`config.mk`:
```
export PLATFORM = sky130hd
export DESIGN_NAME = three_class_priority_message_queue_flat
export DESIGN_NICKNAME = d
export VERILOG_FILES = /design/src/rtl/core/tcpq_pkg.sv /design/src/rtl/core/tcpq_req_if.sv /design/src/rtl/core/tcpq_rsp_if.sv /design/src/rtl/core/three_class_priority_message_queue.sv /design/src/rtl/core/tcpq_ram.sv /design/src/rtl/core/tcpq_front.sv /design/src/rtl/core/tcpq_back.sv /design/src/flat_wrapper.sv
export SDC_FILE = /design/constraint.sdc
export NUM_CORES = 1
export LEC_CHECK = 0
export ABC_AREA = 1
export BUFFER_PORTS_ARGS = -buffer_cell sky130_fd_sc_hd__buf_2
export CAP_MARGIN = 40
export CORE_AREA = 2 2 169 105
export DETAILED_ROUTE_END_ITERATION = 7
export DIE_AREA = 0 0 171 107
export GPL_TIMING_DRIVEN = 0
export PLACE_DENSITY_LB_ADDON = 0.12
export SLEW_MARGIN = 20
export SYNTH_ARGS = -nofsm -noshare
export SYNTH_HDL_FRONTEND = slang
export SYNTH_SLANG_ARGS = --single-unit
```
`constraint.sdc`:
```
create_clock -name clk -period 7.1 [get_ports clk]
set_clock_uncertainty 0.1 [all_clocks]
set_input_delay 0.355 -clock clk [delete_from_list [all_inputs] [get_ports clk]]
set_output_delay 0.355 -clock clk [all_outputs]
set_load 0.02 [all_outputs]
```
`src/rtl/core/tcpq_pkg.sv`:
```
`timescale 1ns / 1ps
`default_nettype none

package tcpq_pkg;

	localparam int unsigned DEF_CAPACITY = 8;
	localparam int unsigned NUM_CLASSES  = 3;

	localparam logic OP_ADD  = 1'b0;
	localparam logic OP_SEND = 1'b1;

	localparam logic [1:0] ST_ADDED    = 2'd0;
	localparam logic [1:0] ST_REJECTED = 2'd1;
	localparam logic [1:0] ST_SENT     = 2'd2;
	localparam logic [1:0] ST_EMPTY    = 2'd3;

	localparam logic [1:0] CLS_ACCIDENT = 2'd0;
	localparam logic [1:0] CLS_ORDER    = 2'd1;
	localparam logic [1:0] CLS_TEMP     = 2'd2;

	typedef struct packed {
		logic       temp_flag;
		logic [1:0] order_code;
	} entry_t;

	typedef struct packed {
		logic       is_send;
		logic [1:0] cls;
		logic       pure_temp;
		entry_t     entry;
	} cmd_t;

endpackage

`default_nettype wire

```
`src/rtl/core/tcpq_req_if.sv`:
```
`timescale 1ns / 1ps
`default_nettype none

interface tcpq_req_if;
	logic       valid;
	logic       ready;
	logic       opcode;
	logic [1:0] order_code;
	logic       temp_flag;
	logic       accident_flag;

	modport source(output valid, output opcode, output order_code, output temp_flag,
		output accident_flag, input ready);
	modport sink(input valid, input opcode, input order_code, input temp_flag,
		input accident_flag, output ready);
endinterface

`default_nettype wire

```
`src/rtl/core/tcpq_rsp_if.sv`:
```
`timescale 1ns / 1ps
`default_nettype none

interface tcpq_rsp_if;
	logic       valid;
	logic       ready;
	logic [1:0] status;
	logic       evicted;
	logic [1:0] sent_class;
	logic [1:0] sent_order_code;
	logic       sent_temp_flag;
	logic [3:0] pending_count;

	modport source(output valid, output status, output evicted, output sent_class,
		output sent_order_code, output sent_temp_flag, output pending_count, input ready);
	modport sink(input valid, input status, input evicted, input sent_class,
		input sent_order_code, input sent_temp_flag, input pending_count, output ready);
endinterface

`default_nettype wire

```
`src/rtl/core/three_class_priority_message_queue.sv`:
```
// a taken request is queued in the front end and its result registered in the
// back end; throughput: one request per cycle while rsp.ready holds, set by the
// head, tail and count update; a two-entry command queue decouples the front end
// reset: class counts, read pointers, total and all valid flags clear at once;
// the class stores are not cleared and hold garbage until written
`timescale 1ns / 1ps
`default_nettype none

module three_class_priority_message_queue import tcpq_pkg::*; #(
	parameter int unsigned CAPACITY = DEF_CAPACITY
) (
	input  wire logic  clk,
	input  wire logic  arst_n,
	tcpq_req_if.sink   req,
	tcpq_rsp_if.source rsp
);

	logic cmd_valid;
	logic cmd_ready;
	cmd_t cmd;

	tcpq_front u_front (
		.clk       (clk),
		.arst_n    (arst_n),
		.req       (req),
		.cmd_valid (cmd_valid),
		.cmd       (cmd),
		.cmd_ready (cmd_ready)
	);

	tcpq_back #(
		.CAPACITY (CAPACITY)
	) u_back (
		.clk       (clk),
		.arst_n    (arst_n),
		.cmd_valid (cmd_valid),
		.cmd       (cmd),
		.cmd_ready (cmd_ready),
		.rsp       (rsp)
	);

	a_evict_only_when_full: assert property (@(posedge clk) disable iff (!arst_n)
		rsp.valid && rsp.evicted |-> rsp.pending_count == 4'(CAPACITY))
		else $error("eviction reported while not full");

	a_reject_only_when_full: assert property (@(posedge clk) disable iff (!arst_n)
		rsp.valid && (rsp.status == ST_REJECTED) |-> rsp.pending_count == 4'(CAPACITY))
		else $error("reject reported while not full");

	a_empty_means_zero: assert property (@(posedge clk) disable iff (!arst_n)
		rsp.valid && (rsp.status == ST_EMPTY) |-> rsp.pending_count == 4'd0)
		else $error("send on empty with entries pending");

	a_send_never_evicts: assert property (@(posedge clk) disable iff (!arst_n)
		rsp.valid && (rsp.status == ST_SENT || rsp.status == ST_EMPTY) |-> !rsp.evicted)
		else $error("send beat flagged as eviction");

endmodule

`default_nettype wire

```
`src/rtl/core/tcpq_ram.sv`:
```
`timescale 1ns / 1ps
`default_nettype none

module tcpq_ram #(
	parameter int unsigned WIDTH = 3,
	parameter int unsigned DEPTH = 8
) (
	input  wire logic                                      clk,
	input  wire logic                                      we,
	input  wire logic [(DEPTH > 1 ? $clog2(DEPTH) : 1)-1:0] waddr,
	input  wire logic [WIDTH-1:0]                          wdata,
	input  wire logic                                      re,
	input  wire logic [(DEPTH > 1 ? $clog2(DEPTH) : 1)-1:0] raddr,
	output logic      [WIDTH-1:0]                          rdata
);

	logic [WIDTH-1:0] mem_q [DEPTH];

	always_ff @(posedge clk) begin
		if (we) begin
			mem_q[waddr] <= wdata;
		end
	end

	always_ff @(posedge clk) begin
		if (re) begin
			rdata <= mem_q[raddr];
		end
	end

endmodule

`default_nettype wire

```
`src/rtl/core/tcpq_front.sv`:
```
`timescale 1ns / 1ps
`default_nettype none

module tcpq_front import tcpq_pkg::*; (
	input  wire logic clk,
	input  wire logic arst_n,
	tcpq_req_if.sink  req,
	output logic      cmd_valid,
	output cmd_t      cmd,
	input  wire logic cmd_ready
);

	cmd_t       slot_q [2];
	logic       wr_ptr_q;
	logic       rd_ptr_q;
	logic [1:0] fill_q;
	cmd_t       cmd_in;
	logic       push;
	logic       pop;

	// classify the incoming beat
	always_comb begin
		cmd_in.is_send          = (req.opcode == OP_SEND);
		cmd_in.cls              = req.accident_flag ? CLS_ACCIDENT :
			((req.order_code != 2'b00) ? CLS_ORDER : CLS_TEMP);
		cmd_in.pure_temp        = req.temp_flag && (req.order_code == 2'b00) &&
			!req.accident_flag;
		cmd_in.entry.temp_flag  = req.temp_flag;
		cmd_in.entry.order_code = req.order_code;
	end

	assign req.ready = (fill_q != 2'd2);
	assign push      = req.valid && req.ready;
	assign cmd_valid = (fill_q != 2'd0);
	assign pop       = cmd_valid && cmd_ready;
	assign cmd       = slot_q[rd_ptr_q];

	always_ff @(posedge clk or negedge arst_n) begin
		if (!arst_n) begin
			wr_ptr_q <= 1'b0;
			rd_ptr_q <= 1'b0;
			fill_q   <= 2'd0;
		end else begin
			if (push) begin
				wr_ptr_q <= !wr_ptr_q;
			end
			if (pop) begin
				rd_ptr_q <= !rd_ptr_q;
			end
			fill_q <= fill_q + {1'b0, push} - {1'b0, pop};
		end
	end

	always_ff @(posedge clk) begin
		if (push) begin
			slot_q[wr_ptr_q] <= cmd_in;
		end
	end

endmodule

`default_nettype wire

```
`src/rtl/core/tcpq_back.sv`:
```
`timescale 1ns / 1ps
`default_nettype none

module tcpq_back import tcpq_pkg::*; #(
	parameter int unsigned CAPACITY = DEF_CAPACITY
) (
	input  wire logic  clk,
	input  wire logic  arst_n,
	input  wire logic  cmd_valid,
	input  wire cmd_t  cmd,
	output logic       cmd_ready,
	tcpq_rsp_if.source rsp
);

	localparam int unsigned PW = (CAPACITY > 1) ? $clog2(CAPACITY) : 1;
	localparam int unsigned CW = $clog2(CAPACITY + 1);
	localparam logic [PW:0]   CAP_P = (PW + 1)'(CAPACITY);
	localparam logic [CW-1:0] CAP_C = CW'(CAPACITY);

	logic [PW-1:0] rp_q  [NUM_CLASSES];
	logic [CW-1:0] cnt_q [NUM_CLASSES];
	logic [CW-1:0] total_q;

	logic [CW-1:0] cnt_d [NUM_CLASSES];
	logic [CW-1:0] total_d;
	logic [PW-1:0] rp_next [NUM_CLASSES];
	logic [2:0]    nonempty;
	logic [1:0]    ev_cls;
	logic [1:0]    send_cls;
	logic          full;
	logic          fire;
	logic          reject;
	logic          do_evict;
	logic          do_add;
	logic          do_send;
	logic [CW-1:0] add_cnt;
	logic [PW:0]   wsum;
	logic [PW-1:0] waddr;
	logic [1:0]    status_d;

	logic [NUM_CLASSES-1:0] we;
	logic [NUM_CLASSES-1:0] re;
	entry_t                 rd_data [NUM_CLASSES];

	logic          out_valid_q;
	logic [1:0]    status_q;
	logic          evicted_q;
	logic [1:0]    sent_cls_q;
	logic          sent_hit_q;
	logic [CW-1:0] pending_q;
	logic [CW+3:0] pending_ext;
	entry_t        sent_entry;

	assign fire      = cmd_valid && (!out_valid_q || rsp.ready);
	assign cmd_ready = !out_valid_q || rsp.ready;

	always_comb begin
		for (int c = 0; c < NUM_CLASSES; c++) begin
			nonempty[c] = (cnt_q[c] != '0);
		end
		full     = (total_q >= CAP_C);
		ev_cls   = nonempty[2] ? CLS_TEMP : (nonempty[1] ? CLS_ORDER : CLS_ACCIDENT);
		send_cls = nonempty[0] ? CLS_ACCIDENT : (nonempty[1] ? CLS_ORDER : CLS_TEMP);
		reject   = !cmd.is_send && full && cmd.pure_temp;
		do_evict = !cmd.is_send && full && !cmd.pure_temp;
		do_add   = !cmd.is_send && !reject;
		do_send  = cmd.is_send && (nonempty != 3'b000);

		// tail slot of the target class after any eviction
		add_cnt = cnt_q[cmd.cls] - CW'(do_evict && (ev_cls == cmd.cls));
		wsum    = {1'b0, rp_q[cmd.cls]} + (PW + 1)'(add_cnt);
		waddr   = (wsum >= CAP_P) ? PW'(wsum - CAP_P) : wsum[PW-1:0];

		for (int c = 0; c < NUM_CLASSES; c++) begin
			rp_next[c] = (({1'b0, rp_q[c]} + 1'b1) == CAP_P) ? '0 : rp_q[c] + 1'b1;
			cnt_d[c]   = cnt_q[c]
				+ CW'(do_add && (cmd.cls == 2'(c)))
				- CW'((do_evict && (ev_cls == 2'(c))) || (do_send && (send_cls == 2'(c))));
			we[c]      = fire && do_add && (cmd.cls == 2'(c));
			re[c]      = fire && do_send && (send_cls == 2'(c));
		end
		total_d = total_q + CW'(do_add) - CW'(do_evict || do_send);

		if (cmd.is_send) begin
			status_d = do_send ? ST_SENT : ST_EMPTY;
		end else begin
			status_d = reject ? ST_REJECTED : ST_ADDED;
		end
	end

	for (genvar g = 0; g < NUM_CLASSES; g++) begin : g_store
		tcpq_ram #(
			.WIDTH ($bits(entry_t)),
			.DEPTH (CAPACITY)
		) u_store (
			.clk   (clk),
			.we    (we[g]),
			.waddr (waddr),
			.wdata (cmd.entry),
			.re    (re[g]),
			.raddr (rp_q[g]),
			.rdata (rd_data[g])
		);
	end

	always_ff @(posedge clk or negedge arst_n) begin
		if (!arst_n) begin
			for (int c = 0; c < NUM_CLASSES; c++) begin
				rp_q[c]  <= '0;
				cnt_q[c] <= '0;
			end
			total_q     <= '0;
			out_valid_q <= 1'b0;
		end else begin
			if (fire) begin
				for (int c = 0; c < NUM_CLASSES; c++) begin
					cnt_q[c] <= cnt_d[c];
					if (re[c]) begin
						rp_q[c] <= rp_next[c];
					end
				end
				total_q     <= total_d;
				out_valid_q <= 1'b1;
			end else if (rsp.ready) begin
				out_valid_q <= 1'b0;
			end
		end
	end

	always_ff @(posedge clk) begin
		if (fire) begin
			status_q   <= status_d;
			evicted_q  <= do_evict;
			sent_cls_q <= send_cls;
			sent_hit_q <= do_send;
			pending_q  <= total_d;
		end
	end

	// store read data stays put while the beat waits
	always_comb begin
		case (sent_cls_q)
			CLS_ACCIDENT: sent_entry = rd_data[0];
			CLS_ORDER:    sent_entry = rd_data[1];
			CLS_TEMP:     sent_entry = rd_data[2];
			default:      sent_entry = '0;
		endcase
	end

	assign pending_ext         = {4'b0000, pending_q};
	assign rsp.valid           = out_valid_q;
	assign rsp.status          = status_q;
	assign rsp.evicted         = evicted_q;
	assign rsp.sent_class      = sent_hit_q ? sent_cls_q : 2'b00;
	assign rsp.sent_order_code = sent_hit_q ? sent_entry.order_code : 2'b00;
	assign rsp.sent_temp_flag  = sent_hit_q ? sent_entry.temp_flag : 1'b0;
	assign rsp.pending_count   = pending_ext[3:0];

endmodule

`default_nettype wire
```
`src/flat_wrapper.sv`:
```
// flat-port wrapper written by rule: the top's interface ports become plain ports
module three_class_priority_message_queue_flat import tcpq_pkg::*;
#(
	parameter int unsigned CAPACITY = DEF_CAPACITY
)
  (clk, arst_n, req_valid, req_opcode, req_order_code, req_temp_flag, req_accident_flag, req_ready, rsp_valid, rsp_status, rsp_evicted, rsp_sent_class, rsp_sent_order_code, rsp_sent_temp_flag, rsp_pending_count, rsp_ready);
  tcpq_req_if req_i ();
  tcpq_rsp_if rsp_i ();
  input  wire logic clk;
  input  wire logic arst_n;
  input wire logic [$bits(req_i.valid)-1:0] req_valid;
  input wire logic [$bits(req_i.opcode)-1:0] req_opcode;
  input wire logic [$bits(req_i.order_code)-1:0] req_order_code;
  input wire logic [$bits(req_i.temp_flag)-1:0] req_temp_flag;
  input wire logic [$bits(req_i.accident_flag)-1:0] req_accident_flag;
  output wire logic [$bits(req_i.ready)-1:0] req_ready;
  output wire logic [$bits(rsp_i.valid)-1:0] rsp_valid;
  output wire logic [$bits(rsp_i.status)-1:0] rsp_status;
  output wire logic [$bits(rsp_i.evicted)-1:0] rsp_evicted;
  output wire logic [$bits(rsp_i.sent_class)-1:0] rsp_sent_class;
  output wire logic [$bits(rsp_i.sent_order_code)-1:0] rsp_sent_order_code;
  output wire logic [$bits(rsp_i.sent_temp_flag)-1:0] rsp_sent_temp_flag;
  output wire logic [$bits(rsp_i.pending_count)-1:0] rsp_pending_count;
  input wire logic [$bits(rsp_i.ready)-1:0] rsp_ready;
  assign req_i.valid = req_valid;
  assign req_i.opcode = req_opcode;
  assign req_i.order_code = req_order_code;
  assign req_i.temp_flag = req_temp_flag;
  assign req_i.accident_flag = req_accident_flag;
  assign req_ready = req_i.ready;
  assign rsp_valid = rsp_i.valid;
  assign rsp_status = rsp_i.status;
  assign rsp_evicted = rsp_i.evicted;
  assign rsp_sent_class = rsp_i.sent_class;
  assign rsp_sent_order_code = rsp_i.sent_order_code;
  assign rsp_sent_temp_flag = rsp_i.sent_temp_flag;
  assign rsp_pending_count = rsp_i.pending_count;
  assign rsp_i.ready = rsp_ready;
  three_class_priority_message_queue #(.CAPACITY(CAPACITY)) u_core (.clk(clk), .arst_n(arst_n), .req(req_i), .rsp(rsp_i));
endmodule
```
**After elaboration in Yosys (flattened, before gate mapping)**

Memories as Yosys holds them, arrays and structs flattened. A register that Yosys moved wholly into a read port is not among the register bits.
Index checks and enable logic that the tools add are counted.

- Add/subtract/negate cells: 19
- $lt $le $gt $ge: 3
- Equal/unequal tests: 13
- Mux-type cells: 33
- Bitwise operators: 1
- Reductions and logical operators: 54

Operators with widths:

| operator | count |
|---|---|
| logical AND 1 bit | 27 |
| subtractor 4 x 1 -> 4 bit | 5 |
| two-way mux 3 bit | 6 |
| adder 4 x 1 -> 4 bit | 4 |
| two-way mux 2 bit | 8 |
| two-way mux 1 bit | 14 |
| adder 3 x 1 -> 4 bit, second input constant | 3 |
| equality test 4 bit, second input constant | 3 |
| nonzero test 4 bit | 3 |
| zero test 2 bit | 5 |
| adder 3 x 1 -> 3 bit, second input constant | 3 |
| one-hot mux 3 bit (3 select lines) | 1 |
| binary-select mux 4 bit (select 2 bit) | 1 |
| equality test 2 x 1 -> 1 bit, second input constant | 4 |
| equality test 2 bit, second input constant | 4 |
| >= comparator 4 bit, second input constant | 2 |
| two-way mux 4 bit | 2 |
| zero test 1 bit | 7 |
| binary-select mux 3 bit (select 2 bit) | 1 |
| AND reduction 2 bit | 3 |
| nonzero test 2 bit | 3 |
| logical OR 1 bit | 5 |
| adder 3 x 4 -> 4 bit | 1 |
| >= comparator 3 bit, second input constant | 1 |
| 7 further kinds | 7 |

- Bits in registers: 40
- RAM bits: 86
- Bits of input ports: 9
- Output and inout port bits: 14
- Word-level logic and storage cells: 143
- Memories: 4

Memory list:

| name | depth | bits a word | rd ports | clocked after Yosys merged registers in | write ports | line | source |
|---|---|---|---|---|---|---|---|
| u_core.u_back.g_store[0].u_store.mem_q | 8 | 3 | 1 | 1 | 1 | tcpq_ram.sv:17 | `logic [WIDTH-1:0] mem_q [DEPTH];` |
| u_core.u_back.g_store[1].u_store.mem_q | 8 | 3 | 1 | 1 | 1 | tcpq_ram.sv:17 |  |
| u_core.u_back.g_store[2].u_store.mem_q | 8 | 3 | 1 | 1 | 1 | tcpq_ram.sv:17 |  |
| u_core.u_front.slot_q | 2 | 7 | 1 | 0 | 1 | tcpq_front.sv:13 | `cmd_t slot_q [2];` |

**Logic depth before layout (Yosys ltp)**

An unclocked memory read counts as a cell.

- Depth in word-level cells: 10
- Mapped depth: 20
- Depth with buffers taken out: 20

**By module**

A second synthesis with hierarchy kept.

- Cells, all modules: 756
- Area total of the unflattened synthesis: 6,920.4 um^2

Modules (own cells, without submodules):

| module | times used | cells each | area an instance (um^2) |
|---|---|---|---|
| tcpq_ram | 3 | 124 | 1,207.4 |
| tcpq_back | 1 | 311 | 2,522.4 |
| tcpq_front | 1 | 73 | 775.7 |

**Worst setup path before layout**

Ideal clock, no wire load.

- Path type: flip-flop to flip-flop
- Start: reg u_core.u_back.cnt_q[2] (netlist name)
- End: mem u_core.u_back.g_store[0].u_store.mem_q[4][0], enable pin
- Library setup time: 0.319 ns
- Data arrival time: 3.005 ns
- Data required time: 6.681 ns
- Path slack: 3.676 ns
- Cell stages (with the launch flop): 20
- Period minus slack after synthesis: 3.424 ns
- Cell sequence: dfrtp_1 -> inv_1 -> ha_1 -> nor3b_2 -> inv_1 -> nor2_1 -> xor2_1 -> nor3_1 -> ha_1 -> inv_1 -> ha_1 -> inv_1 -> fa_1 -> xnor2_1 -> inv_1 -> nand3_1 -> nand2_1 -> nand2_2 -> nand4_1 -> nor2_1

- Cells in the longest elaborated chain, start to end: 8
- Elaborated cells between the ends (all ways): 12

RTL lines:

| item | line | source |
|---|---|---|
| start: declaration | tcpq_back.sv:21 | `logic [CW-1:0] cnt_q [NUM_CLASSES];` |
| start signal: indexed assignment | tcpq_back.sv:117 | `cnt_q[c] <= cnt_d[c];` |
| nonzero test 4 bit | tcpq_back.sv:59 | `nonempty[c] = (cnt_q[c] != '0);` |
| two-way mux 2 bit | tcpq_back.sv:62 | `ev_cls = nonempty[2] ? CLS_TEMP : (nonempty[1] ? CLS_ORDER : CLS_ACCIDENT);` |
| equality test 2 bit | tcpq_back.sv:70 | `add_cnt = cnt_q[cmd.cls] - CW'(do_evict && (ev_cls == cmd.cls));` |
| logical AND 1 bit | tcpq_back.sv:70 |  |
| subtractor 4 x 1 -> 4 bit * | tcpq_back.sv:70 |  |
| adder 3 x 4 -> 4 bit * | tcpq_back.sv:71 | `wsum = {1'b0, rp_q[cmd.cls]} + (PW + 1)'(add_cnt);` |
| >= comparator 4 bit / subtractor 3 x 1 -> 3 bit (equally long branches) | tcpq_back.sv:72 | `waddr = (wsum >= CAP_P) ? PW'(wsum - CAP_P) : wsum[PW-1:0];` |
| two-way mux 3 bit * | tcpq_back.sv:72 |  |
| end: declaration | tcpq_ram.sv:17 |  |

Every way passes the cells marked *; elsewhere a longest branch is shown, timed or not. The select of a mux whose other input is x is not followed.

**Worst setup path after layout**

- Start: reg u_core.u_back.cnt_q[2] (netlist name)
- End: mem u_core.u_back.g_store[0].u_store.mem_q[4][1], enable pin

Same word-level chain as after synthesis.

==> results by group <==
Run status
  – Status: finished clean

Global routing
  – GRT Overall Usage: 17.5%
  – Total gr overflow: 0
  – Largest net degree at the start of global routing: 31
  – Initial antenna violation count: 0
  – Vias in the first global route: 4,333
  – First-pass GRT wire length: 23.7 mm

Worst setup path
  – Data required time of the worst path: 7060 ps
  – CP Launch Type: flip-flop
  – Worst path slowest cell: nor2_1
  – Slowest cell delay on critical path: 430 ps
  – Worst reg2reg setup slack: 2750 ps
  – CP Cell Sequence: inv_1, ha_1, nor3b_2, inv_1, nor2_1, xor2_1, nor3_1, ha_1, inv_1, ha_1, inv_1, fa_1, xnor2_1, inv_1, nand3_1, nand2_1, nand2_2, nand4_1, nor2_1
  – Arr. time, crit path: 4310 ps
  – Most used cell, CP: inv_1
  – Worst R2R Start: u_core.u_back.cnt_q[2]
  – Reg2Reg Capture Point: u_core.u_back.g_store[0].u_store.mem_q[4][1]
  – Crit path max fanout: 6
  – CP Class: reg -> reg
  – Reg2Reg Depth: 19
  – Crit end category: flip-flop

Floorplan
  – DIE AREA: 0.0183 mm²
  – Chip width: 171 µm
  – Row Count: 37
  – Top Ports: 23
  – Die Y: 107 µm
  – Initial core utilization: 38.1%
  – Core area: 0.0168 mm²

Logic synthesis
  – Synthesis-stage register bit count: 135
  – Syn Nets: 637
  – Synth Area in Adders: 7.06%
  – Prevailing post-synth register cell: edfxtp_1
  – Cell with the most instances after synthesis: edfxtp_1
  – Dominant cell type by area after synthesis: edfxtp_1
  – Syn Area/Cell: 10.7 µm²
  – Share of the synthesized area in the top cell type: 49.4%
  – Main combinational cell family by area after synthesis: simple AND/OR/NAND/NOR gates
  – Yosys cell types: 33
  – Yosys warns: 0
  – Cell count after synthesis: 595
  – Cell area after synthesis: 0.00638 mm²
  – EDFF count, synth: 105
  – Mux cell area share after synthesis: 0%
  – Top area cells in the synthesized netlist: edfxtp_1 (49%), dfrtp_1 (12%), nor2_1 (5.9%), ha_1 (5.5%), o21ai_0 (4.9%)
  – Post-synthesis sequential area ratio: 61.2%
  – Synthesized-area fraction occupied by xor and xnor cells: 2.74%
  – Synth cell count leaders: edfxtp_1 (105), nor2_1 (101), nand2_1 (84), o21ai_0 (63), inv_1 (60)
  – Share of flip-flops with an asynchronous set or reset: 22.2%
  – Compound-Gate Fraction of Synth Area: 8.08%
  – Post-synthesis simple-gate area fraction: 16.5%

STA
  – Slew Limit Headroom: 56.5%
  – Slew @ Worst Pin: 651 ps
  – Setup TNS: 0 ps
  – Setup violators final: 0
  – Final hold violation count: 0
  – Final setup margin: 2750 ps
  – Final min period: 4350 ps
  – Max-slew violations: 0
  – RSZ-0062 raised after global routing: no
  – Hold WS: 30.5 ps
  – Maximum clock frequency: 230 MHz
  – Period utilization: 61.2%

Route
  – Via density: 4.95
  – DRC errors left: 0
  – Vias: 4,403
  – Routed len/inst: 16.8 µm
  – Detail Route Antenna Nets: 0
  – Number of DRC markers in iteration 0: 366
  – DRT Pass-1 Iters: 5
  – WL final: 14.9 mm

Hold path
  – HP Class: in -> reg
  – Hold Startpoint: rsp_ready
  – Worst Hold Depth: 2
  – Hold EP: u_core.u_back.rsp.valid

Layout
  – ANT cells: 0
  – Layout cell share with drive strength beyond 1: 13.3%
  – Area growth syn-to-layout: 16.6%
  – Final instance area: 0.00744 mm²
  – Fin nets: 684

CTS
  – CTS Buf Count: 17
  – CTS tree: done
  – CTS Buffer Depth: 2
  – Skew-Pair Late Insertion Delay: 410 ps
  – Clock Root Buffer: clkbuf_16
  – H-tree levels: 4
  – Clock Pin Slew Worst Setup and Hold Paths: 60 ps
  – CTS sink count: 135

Placed design
  – Gpl congestion: 0.795
  – DP Area: 0.00684 mm²
  – # port buffers: 22
  – Post-place setup slack: 2760 ps
  – Dpl hpwl: 11.1 mm

Run
  – Total of max-cap violations: 0
## state kept, by name, summed over array words and instances, names as in the netlist
name,count
u_core.u_back.sent_cls_q,2
u_core.u_back.rsp.pending_count,4
u_core.u_back.rsp.status,2
u_core.u_front.slot_q,14
u_core.u_back.rp_q,9
u_core.u_back.rsp.evicted,1
u_core.u_front.fill_q,2
u_core.u_back.cnt_q,12
u_core.u_back.rsp.valid,1
u_core.u_front.rd_ptr_q,1
u_core.u_back.g_store.u_store.rdata,9
u_core.u_back.total_q,4
u_core.u_front.wr_ptr_q,1
u_core.u_back.sent_hit_q,1
u_core.u_back.g_store.u_store.mem_q,72
## worst max-delay path, delay by kind of cell (launching register included)
family / cells / cell delay [ps]
flops: 1 / 420
simple gates: 8 / 1780
fa+ha+maj: 4 / 960
xor+xnor: 2 / 340
buf+inv: 5 / 410
## through the flow
step,std cells,util [%]
6_report,889,44.4
4_1_cts,888,44.3
3_5_place_dp,855,40.8
3_3_place_gp,851,40.5
5_1_grt,889,44.4
2_1_floorplan,595,-
## cells in the final DEF, fill, tap and decap left out, drive strengths merged, types with 3 or more instances in the layout
cell	synthesis	layout
xor2	17	17
a31oi	9	9
xnor2	3	3
o21ai	64	64
nand3	24	24
clkbuf	8	26
nor2	105	105
nand2	99	99
a21oi	8	8
edfxtp	105	105
clkinvlp	0	3
buf	2	29
inv	61	67
dfrtp	30	30
nand4	8	8
fa	5	5
clkinv	2	6
ha	28	28
o22ai	10	10
## layer usage
metal  GRT usage, %  routed length (µm)  vias to the layer above
li1               -                   -                     2127
met4           4.78                 136                        0
met2           23.4                5860                       97
met3           3.40                 651                       13
met5              0                   0                        -
met1           28.1                8290                     2166
## logic make-up after synthesis
logic type | after synthesis
AO/OA/AOI/OAI | 93
XOR/XNOR | 20
adder cells (fa/ha/maj) | 33
buffers and inverters | 73
flip-flops | 135
AND/OR/NAND/NOR | 241
## layout make-up
type	instances	area [µm²]
Clock buffer	18	429
Fill cell	1574	9320
Buffer	10	45.0
Multi-Input combinational cell	387	2200
Sequential cell	135	3900
Inverter	63	236
Timing Repair Buffer	28	196
Tap cell	234	293
Clock inverter	14	139
## repair_timing
item	CTS	global route
hold buffers	1	0
endpoints found under the hold margin	30	0
setup buffers	0	0
gates resized for setup	0	0
## worst max path at each step
stage,startpoint,to,depth (start not counted)
6_report,u_core.u_back.cnt_q[2],u_core.u_back.g_store[0].u_store.mem_q[4][1],19
2_1_floorplan,u_core.u_back.cnt_q[2],u_core.u_back.g_store[0].u_store.mem_q[4][0],19
3_5_place_dp,u_core.u_back.cnt_q[2],u_core.u_back.g_store[0].u_store.mem_q[6][0],19
3_3_place_gp,u_core.u_back.cnt_q[2],u_core.u_back.g_store[0].u_store.mem_q[4][0],19
5_1_grt,u_core.u_back.cnt_q[2],u_core.u_back.g_store[0].u_store.mem_q[6][1],19
4_1_cts,u_core.u_back.cnt_q[2],u_core.u_back.g_store[0].u_store.mem_q[6][1],19
Power is left out: the tool's default activity adds up to more than one toggle a clock period on the data nets, which glitch-free logic cannot reach.
